File: config.mk
export PLATFORM = sky130hd
export DESIGN_NAME = selective_repeat_receive_window_top
export DESIGN_NICKNAME = d
export VERILOG_FILES = /design/src/hdl/srrw_pkg.sv /design/src/hdl/srrw_in_reg.sv /design/src/hdl/srrw_core.sv /design/src/hdl/srrw_out_reg.sv /design/src/hdl/selective_repeat_receive_window_top.sv
export VERILOG_INCLUDE_DIRS = /design/src /design/src/hdl
export SDC_FILE = /design/constraint.sdc
export NUM_CORES = 1
export LEC_CHECK = 0
export BUFFER_PORTS_ARGS = -buffer_cell sky130_fd_sc_hd__buf_2
export CORE_ASPECT_RATIO = 1.75
export CORE_UTILIZATION = 60
export CTS_CLUSTER_SIZE = 20
export DETAILED_ROUTE_END_ITERATION = 16
export GPL_TIMING_DRIVEN = 0
export PLACE_DENSITY = 0.8
export SYNTH_ARGS = -nofsm -noshare
export SYNTH_HDL_FRONTEND = slang
export SYNTH_SLANG_ARGS = --single-unit
File: constraint.sdc
create_clock -name clk -period 7.86 [get_ports clk]
set_input_delay 0.786 -clock clk [delete_from_list [all_inputs] [get_ports clk]]
set_output_delay 0.786 -clock clk [all_outputs]
set_load 0.02 [all_outputs]
File: src/hdl/selective_repeat_receive_window_top_macros.svh
// Assertion macros for the selective-repeat receive window.
// Used by the core module; expects clk and rst_n in the enclosing scope.
`ifndef SELECTIVE_REPEAT_RECEIVE_WINDOW_TOP_MACROS_SVH
`define SELECTIVE_REPEAT_RECEIVE_WINDOW_TOP_MACROS_SVH

// Same-cycle implication, disabled during reset
`define SRRW_ASSERT_IMP(name, ante, cons) \
  name: assert property (@(posedge clk) disable iff (!rst_n) (ante) |-> (cons)) \
    else $error("srrw: same-cycle check failed");

// Next-cycle implication, disabled during reset
`define SRRW_ASSERT_NXT(name, ante, cons) \
  name: assert property (@(posedge clk) disable iff (!rst_n) (ante) |=> (cons)) \
    else $error("srrw: next-cycle check failed");

`endif

File: src/hdl/srrw_pkg.sv
// Shared widths, reset values and beat types for the receive window.
// No dependencies; used by every module of the block.
package srrw_pkg;

  localparam int SEQ_W       = 32;  // sequence number width
  localparam int MASK_W      = 32;  // selective-ack mask width
  localparam int MASK_IDX_W  = 5;   // bit index into the mask
  localparam int WSIZE_W     = 6;   // window size register width
  localparam int MAX_WINDOW  = 32;  // largest effective window
  localparam int CNT_W       = 6;   // trailing-ones count / advance width

  localparam logic [WSIZE_W-1:0] WSIZE_RESET = 6'd32;
  localparam logic [SEQ_W-1:0]   BASE_RESET  = 32'd1;

  // Beat held in the input register
  typedef struct packed {
    logic             valid;
    logic [SEQ_W-1:0] seq_num;
  } item_t;

  // Result beat from the core to the output register
  typedef struct packed {
    logic              valid;
    logic [SEQ_W-1:0]  ack_seq;
    logic [MASK_W-1:0] rx_bitmap;
  } result_t;

endpackage

File: src/hdl/srrw_in_reg.sv
// Input register stage: captures one sequence-number beat.
// Depends on srrw_pkg.
module srrw_in_reg (
  input  logic                         clk,
  input  logic                         rst_n,
  input  logic                         in_valid,
  output logic                         in_stall,
  input  logic [srrw_pkg::SEQ_W-1:0]   in_seq_num,
  input  logic                         take,
  output srrw_pkg::item_t              item
);

  logic                       valid_r;
  logic                       valid_nxt;
  logic [srrw_pkg::SEQ_W-1:0] seq_r;
  logic                       load;

  // register refills when empty or when the core consumes it
  assign load      = !valid_r || take;
  assign in_stall  = !load;
  assign valid_nxt = load ? in_valid : valid_r;

  always_ff @(posedge clk) begin
    if (!rst_n) begin
      valid_r <= 1'b0;
    end else begin
      valid_r <= valid_nxt;
    end
  end

  // payload, no reset
  always_ff @(posedge clk) begin
    if (load && in_valid) begin
      seq_r <= in_seq_num;
    end
  end

  assign item.valid   = valid_r;
  assign item.seq_num = seq_r;

endmodule

File: src/hdl/srrw_core.sv
// Window state, window size register and per-beat classification/update.
// Depends on srrw_pkg and selective_repeat_receive_window_top_macros.svh.
`include "selective_repeat_receive_window_top_macros.svh"

module srrw_core (
  input  logic                          clk,
  input  logic                          rst_n,
  input  logic                          cfg_wr_en,
  input  logic [srrw_pkg::WSIZE_W-1:0]  cfg_wr_data,
  input  srrw_pkg::item_t               item,
  input  logic                          out_free,
  output logic                          take,
  output srrw_pkg::result_t             res
);

  localparam int SW = srrw_pkg::SEQ_W;
  localparam int MW = srrw_pkg::MASK_W;
  localparam int CW = srrw_pkg::CNT_W;
  localparam int WW = srrw_pkg::WSIZE_W;
  localparam int IW = srrw_pkg::MASK_IDX_W;

  logic [WW-1:0] wsize_r;
  logic [SW-1:0] base_r;
  logic [SW-1:0] base_nxt;
  logic [MW-1:0] mask_r;
  logic [MW-1:0] mask_nxt;

  logic [WW-1:0] weff;
  logic [SW:0]   limit;
  logic [SW:0]   seq_x;
  logic [SW:0]   base_x;
  logic          drop;
  logic          at_base;
  logic          in_win;
  logic [CW-1:0] ones_cnt;
  logic [CW-1:0] adv;
  logic [SW-1:0] adv_base;
  logic [MW-1:0] adv_mask;
  logic [SW-1:0] offset;
  logic [IW-1:0] bit_idx;
  logic [MW-1:0] set_mask;
  logic          upd;

  // effective window: size saturated into 1..MAX_WINDOW
  always_comb begin
    weff = wsize_r;
    if (wsize_r == '0) begin
      weff = {{(WW-1){1'b0}}, 1'b1};
    end else if (wsize_r > WW'(srrw_pkg::MAX_WINDOW)) begin
      weff = WW'(srrw_pkg::MAX_WINDOW);
    end
  end

  // 33-bit compares against base and base+W
  assign seq_x   = {1'b0, item.seq_num};
  assign base_x  = {1'b0, base_r};
  assign limit   = base_x + {{(SW+1-WW){1'b0}}, weff};
  assign drop    = seq_x > limit;
  assign at_base = item.seq_num == base_r;
  assign in_win  = (seq_x > base_x) && (seq_x < limit);

  // trailing ones of the mask: priority encoder on the lowest zero bit
  always_comb begin
    ones_cnt = CW'(MW);
    for (int i = MW - 1; i >= 0; i--) begin
      if (!mask_r[i]) begin
        ones_cnt = CW'(i);
      end
    end
  end

  // base advance past the received run
  assign adv      = ones_cnt + {{(CW-1){1'b0}}, 1'b1};
  assign adv_base = base_r + {{(SW-CW){1'b0}}, adv};
  assign adv_mask = (adv >= CW'(MW)) ? '0 : (mask_r >> adv);

  // in-window receive: set bit (seq - base - 1)
  assign offset   = item.seq_num - base_r;
  assign bit_idx  = offset[IW-1:0] - {{(IW-1){1'b0}}, 1'b1};
  assign set_mask = mask_r | ({{(MW-1){1'b0}}, 1'b1} << bit_idx);

  // dropped beats retire without needing output room
  assign take = item.valid && (drop || out_free);
  assign upd  = take && !drop;

  always_comb begin
    base_nxt = base_r;
    mask_nxt = mask_r;
    if (upd && at_base) begin
      base_nxt = adv_base;
      mask_nxt = adv_mask;
    end else if (upd && in_win) begin
      mask_nxt = set_mask;
    end
  end

  // result beat
  always_comb begin
    res.valid     = upd;
    res.ack_seq   = base_r;
    res.rx_bitmap = mask_r;
    if (at_base) begin
      res.ack_seq   = adv_base;
      res.rx_bitmap = adv_mask;
    end else if (in_win) begin
      res.ack_seq   = item.seq_num;
      res.rx_bitmap = set_mask;
    end
  end

  always_ff @(posedge clk) begin
    if (!rst_n) begin
      wsize_r <= srrw_pkg::WSIZE_RESET;
      base_r  <= srrw_pkg::BASE_RESET;
      mask_r  <= '0;
    end else begin
      if (cfg_wr_en) begin
        wsize_r <= cfg_wr_data;
      end
      base_r <= base_nxt;
      mask_r <= mask_nxt;
    end
  end

  // base holds unless a beat is retired
  `SRRW_ASSERT_NXT(a_base_hold, rst_n && !take, $stable(base_r))
  // an at-base beat always moves the base
  `SRRW_ASSERT_NXT(a_base_moves, rst_n && upd && at_base, base_r != $past(base_r))
  // an in-window beat only adds mask bits
  `SRRW_ASSERT_NXT(a_mask_grows, rst_n && upd && in_win, (mask_r & $past(mask_r)) == $past(mask_r))
  // a result is only produced when the output register has room
  `SRRW_ASSERT_IMP(a_res_room, res.valid, out_free && !drop)

endmodule

File: src/hdl/srrw_out_reg.sv
// Output register stage: holds one ack beat until the sink takes it.
// Depends on srrw_pkg.
module srrw_out_reg (
  input  logic                          clk,
  input  logic                          rst_n,
  input  srrw_pkg::result_t             res,
  output logic                          out_free,
  output logic                          out_valid,
  input  logic                          out_stall,
  output logic [srrw_pkg::SEQ_W-1:0]    out_ack_seq,
  output logic [srrw_pkg::MASK_W-1:0]   out_rx_bitmap
);

  logic                        valid_r;
  logic                        valid_nxt;
  logic [srrw_pkg::SEQ_W-1:0]  ack_r;
  logic [srrw_pkg::MASK_W-1:0] sack_r;

  // room when empty or draining this cycle
  assign out_free  = !valid_r || !out_stall;
  assign valid_nxt = out_free ? res.valid : valid_r;

  always_ff @(posedge clk) begin
    if (!rst_n) begin
      valid_r <= 1'b0;
    end else begin
      valid_r <= valid_nxt;
    end
  end

  // payload, no reset
  always_ff @(posedge clk) begin
    if (res.valid) begin
      ack_r  <= res.ack_seq;
      sack_r <= res.rx_bitmap;
    end
  end

  assign out_valid     = valid_r;
  assign out_ack_seq   = ack_r;
  assign out_rx_bitmap = sack_r;

endmodule

File: src/hdl/selective_repeat_receive_window_top.sv
// Top level of the selective-repeat receive window.
// Depends on srrw_pkg, srrw_in_reg, srrw_core and srrw_out_reg.
//
//   channel | ports                                         | direction
//   --------+-----------------------------------------------+----------
//   in      | in_valid, in_stall, in_seq_num[31:0]          | sink
//   out     | out_valid, out_stall, out_ack_seq[31:0],      | source
//           | out_rx_bitmap[31:0]                           |
//   cfg     | cfg_wr_en, cfg_wr_data[5:0] (window size)     | sink
//
// One beat per cycle sustained while out_stall is low; an accepted beat reaches out_valid
// through the input register, then classify/update into the output register.
// The window state is written as each beat retires, so consecutive beats see each other.
// Synchronous active-low reset: base 1, mask 0, window size 32, both stages empty.
// Dropped beats retire even while out_stall is high; other beats wait in the
// input register until the output register has room.
module selective_repeat_receive_window_top (
  input  logic                          clk,
  input  logic                          rst_n,
  input  logic                          cfg_wr_en,
  input  logic [srrw_pkg::WSIZE_W-1:0]  cfg_wr_data,
  input  logic                          in_valid,
  output logic                          in_stall,
  input  logic [srrw_pkg::SEQ_W-1:0]    in_seq_num,
  output logic                          out_valid,
  input  logic                          out_stall,
  output logic [srrw_pkg::SEQ_W-1:0]    out_ack_seq,
  output logic [srrw_pkg::MASK_W-1:0]   out_rx_bitmap
);

  srrw_pkg::item_t   item;
  srrw_pkg::result_t res;
  logic              take;
  logic              out_free;

  srrw_in_reg u_in_reg (
    .clk        (clk),
    .rst_n      (rst_n),
    .in_valid   (in_valid),
    .in_stall   (in_stall),
    .in_seq_num (in_seq_num),
    .take       (take),
    .item       (item)
  );

  srrw_core u_core (
    .clk         (clk),
    .rst_n       (rst_n),
    .cfg_wr_en   (cfg_wr_en),
    .cfg_wr_data (cfg_wr_data),
    .item        (item),
    .out_free    (out_free),
    .take        (take),
    .res         (res)
  );

  srrw_out_reg u_out_reg (
    .clk           (clk),
    .rst_n         (rst_n),
    .res           (res),
    .out_free      (out_free),
    .out_valid     (out_valid),
    .out_stall     (out_stall),
    .out_ack_seq   (out_ack_seq),
    .out_rx_bitmap (out_rx_bitmap)
  );

endmodule
# Yosys cells after proc, flatten, opt, wreduce, memory -nomap -nowiden
# Index checks and enable logic that the tools add are counted.
# W data, S select, Z words.
# word_totals
reg_bits,168
input_bits,43
out_inout_bits,66
word_cells,77
# op_classes
n_addsub,5
n_lt_le_gt_ge,5
eq_ne,1
n_shift,2
n_mux,39
bitwise_logic,1
n_reduce_logical,16
# ops
operator,count
$mux W6,34
$mux W64,2
$mux W32,3
$add A32 B6 Y33,1
$gt A32 B33 Y1,1
$lt A32 B33 Y1,1
$add A32 B6 Y32,1
$eq A32 B32 Y1,1
$gt A32 B32 Y1,1
$or A32 B32 Y32,1
$shl A1 B5 Y32 const A,1
$shr A32 B6 Y32,1
$add A6 B1 Y6 const B,1
$ge A6 B6 Y1 const B,1
$gt A6 B6 Y1 const B,1
$logic_and A1 B1 Y1,6
$logic_not A6 Y1,1
$logic_not A1 Y1,5
$sub A5 B1 Y5 const B,1
$sub A5 B5 Y5,1
$logic_or A1 B1 Y1,3
$reduce_bool A2 Y1,1

# Logic depth before layout (Yosys ltp)
# depth
word_depth,36
depth_mapped,26
ltp_nobuf,23

# Hierarchy
# A second synthesis with hierarchy kept.
# hier_totals
hier_cells,1525
hier_area_um2,12753.5
# by_module_without_submodules
module,instances,cells_each,area_each_um2
srrw_core,1,1420,9780.6
srrw_out_reg,1,68,1956.9
srrw_in_reg,1,37,1016.0

# Least setup slack after synthesis
# OpenSTA, ideal clock, no wires.
# synth_timing
path_type,flip-flop to flip-flop
start,register u_core.wsize_r[1]
end,"register u_in_reg.seq_r[0] in the netlist's numbering, enable pin"
t_arrival_ps,5487
required_time_ps,7436
path_slack_ps,1948
stages_incl_launch_ff,23
n_path_buf,0
cell_sequence,dfxtp_1 nor4_1 nor2_1 nor2_1 ha_1 fa_1 a21oi_1 o21ai_0 o21ai_0 nor4_1 nand2_1 nor2_1 xnor2_1 ha_1 a21o_1 a21oi_1 o211ai_1 o21ai_0 a41oi_1 nand2_1 nand2_1 nor2_1 nor2b_1
# synth_between
elab_chain_cells,9
# synth_lines
element,line,text
start: declaration,srrw_core.sv:22,logic [WW-1:0] wsize_r;
start signal: assignment,srrw_core.sv:113,wsize_r <= srrw_pkg::WSIZE_RESET;
start signal: assignment,srrw_core.sv:118,wsize_r <= cfg_wr_data;
$gt A6 B6 Y1,srrw_core.sv:49,end else if (wsize_r > WW'(srrw_pkg::MAX_WINDOW)) begin
$mux W6,srrw_core.sv:49,
$mux W6 (*),srrw_core.sv:47,if (wsize_r == '0) begin
$add A32 B6 Y33 (*),srrw_core.sv:57,"assign limit = base_x + {{(SW+1-WW){1'b0}}, weff};"
$gt A32 B33 Y1 (*),srrw_core.sv:58,assign drop = seq_x > limit;
$logic_or A1 B1 Y1 (*),srrw_core.sv:83,assign take = item.valid && (drop || out_free);
$logic_and A1 B1 Y1 (*),srrw_core.sv:83,
$logic_or A1 B1 Y1 (*),srrw_in_reg.sv:19,assign load = !valid_r || take;
$logic_and A1 B1 Y1 (*),srrw_in_reg.sv:33,if (load && in_valid) begin
end signal: assignment,srrw_in_reg.sv:34,seq_r <= in_seq_num;
end: declaration,srrw_in_reg.sv:15,logic [srrw_pkg::SEQ_W-1:0] seq_r;
# Every way passes the cells marked *; elsewhere a longest branch is shown, timed or not.
# A chain may end at the register's enable or synchronous reset.

==> results.ini <==
[route]
drt_first_pass_iters=6
drc_errors=0
post_drt_wl_per_cell_um=26.8
via_per_inst=7.05
wl_met3_um=4980
wl_um=48700
vias=12782
ant_nets=0
met2_length_um=23200
drt-initial-drc-count=1538
wl_met1_um=14500
top_layer_used=met5

[setup_path]
cp_common_cell=clkbuf_1
crit_fanout=10
worst_path_max_delay_cell=a21oi_1
cp_top_family=compound AO/OA/AOI/OAI gates
worstSetupEndpointType=flop
reg2reg_from=u_core.mask_r[22]
startpoint=u_core.mask_r[22]
cp-start-kind=flop
arrival_ns=7.66
crit_buf_inv=5
cp.required_ns=8.09
critical-path-max-stage-delay_ns=0.76
cp_cell_sequence=nand2b_1 -> a21boi_0 -> a211oi_1 -> o211a_4 -> clkbuf_1 -> ha_1 -> o211ai_1 -> and3_1 -> buf_4 -> inv_2 -> clkbuf_1 -> ha_1 -> a21o_1 -> a21oi_1 -> o21bai_1 -> a21oi_1 -> nor4_1 -> nand2_1 -> clkbuf_1 -> nor2_1 -> a311oi_1
crit_type=reg -> reg

[timing]
drv_slew=0
hold_violations=0
worst_pin_slew_ns=1.42
fin_crit_sh_pct=94.5
whs_ns=0.508
fmax_mhz=135
grt_setup_unrepaired=no
skew_ns=0.0127
setup_violations=0
min_period_ns=7.43
maxSlewHeadroom_pct=4.64
fin_tns_setup_ns=0

[clocking]
clk_pin_slew_ns=0.08
hold_buffers=0
root_buffer=clkbuf_16
h-tree-depth=4
cts_tree=built
numCtsBuffers=17
cts_sinks=168
clock_path_buffers=2
clk_latency_ns=0.46

[final_layout]
final_cell_mix=a21oi_1, nand2_1, buf_2
n_antenna_cell=0
area_delta_synth_final_pct=12.0
fin_nets=1677
stdcell_count=1814
final_common_cell=a21oi_1
drive_gt1_share_pct=14.7
fill_cells=1671
final_area_um2=13900

[grt]
globalRouteTotalUtil_pct=46.3
grt_pass1_wl_um=72500
antenna_found_initial=1
grt_max_degree=35
first_global_vias=12618
grt_overflow=0

[synthesis]
syn_area_um2=12400
synth_top_area_cell=edfxtp_1
synth.area.top_cells=edfxtp_1, dfxtp_1, ha_1
synth_ff_type=edfxtp_1
yosysUniqueCellTypes=78
synth.top_cell.area_share_pct=23.2
syn_nets=1548
synth_edf_count=96
synthCells=1424
yosysWarnings=0
synth-seq-cells=168
yosysSeqAreaShare_pct=34.9
synth.avg_cell_area_um2=8.71
async_reset_ff_share_pct=0

[floorplan]
initial_core_util_pct=61.1
core_area_um2=20300
die_w_um=111
die_height_um=192
die-area_um2=21300
pin_count=109
rows=69

[power_and_ir_drop]
irDropWorstVdd_uv=165
power.density_nw_per_um2=148
leakage_nw=5.06
power_mw=2.05

[placed_design]
gp_routability_congestion=1.08
placed_area_um2=13300
port_buffers=107
dp_cells=1781
dp_hpwl_um=35700

[worst_hold_path]
min_from=in_seq_num[9]
hold_path.class=in -> reg

[job]
maxCapViolations=0

[status]
status=complete, no violations

routing by layer:
metal,GRT usage (%),up-vias
met4,49.6,2
li1,-,5539
met5,0,-
met3,14.2,409
met2,76.9,1001
met1,43.6,5831
logic make-up after synthesis:
logic type	after synthesis	share of synthesized area (%)
xor+xnor	50	3.53
fa+ha+maj	81	8.35
simple gates	495	19.2
flops	168	34.9
compound gates	384	19.9
buf+inv	167	5.69
mux	79	8.54
sequential cells by signal, indices dropped and copies added, names as in the netlist:
register,cells
u_in_reg.valid_r,1
u_out_reg.out_rx_bitmap,32
u_core.base_r,32
u_core.mask_r,32
u_out_reg.out_valid,1
u_core.wsize_r,6
u_in_reg.seq_r,32
u_out_reg.out_ack_seq,32
worst paths after layout:
check	cells past startpoint	end	slack, ns
setup reg to reg	21	u_out_reg.out_ack_seq[24]	0.43
setup / recovery	21	u_out_reg.out_ack_seq[24]	0.43
hold reg to reg	2	u_core.wsize_r[2]	0.53
hold / removal	1	u_in_reg.seq_r[9]	0.51
metrics by stage:
| step | util [%] | setup WS, ns |
|---|---|---|
| floorplan | - | 1.95 |
| global placement | 65.3 | -0.398 |
| detailed placement | 65.5 | 0.364 |
| CTS | 68.4 | 0.284 |
| global route | 68.5 | 0.244 |
| finish | 68.5 | 0.430 |
cell type report:
type                            count  area, um2  share of cell area, %
Buffer                            104        467                   3.36
Clock buffer                       19        443                   3.19
Clock inverter                     13        133                  0.954
Inverter                           63        239                   1.72
Multi-Input combinational cell   1089       7390                   53.2
Sequential cell                   168       4320                   31.1
Tap cell                          248        310                   2.23
Timing Repair Buffer              110        587                   4.22
cell usage after synthesis, types with 24 or more instances:
master / number
a21oi_1: 158
nand2_1: 155
nor2_1: 112
edfxtp_1: 96
ha_1: 78
dfxtp_1: 72
clkbuf_1: 65
inv_1: 59
mux2i_1: 56
nor3_1: 56
o21ai_0: 53
a211oi_1: 51
xnor2_1: 46
nand4_1: 41
nand3_1: 32
buf_2: 24
power breakdown:
| group | total [mW] | switching (mW) | internal, mW |
|---|---|---|---|
| combinational | 0.227 | 0.152 | 0.0753 |
| clock | 0.853 | 0.399 | 0.454 |
| sequential | 0.975 | 0.0160 | 0.959 |
what timing repair did:
item | CTS | global route
endpoints found under the hold margin | 0 | 0
gates resized for setup | 0 | 1
buffers inserted | 0 | 0
setup endpoints to repair | 0 | 9
Power figures use the tool's default switching activity.
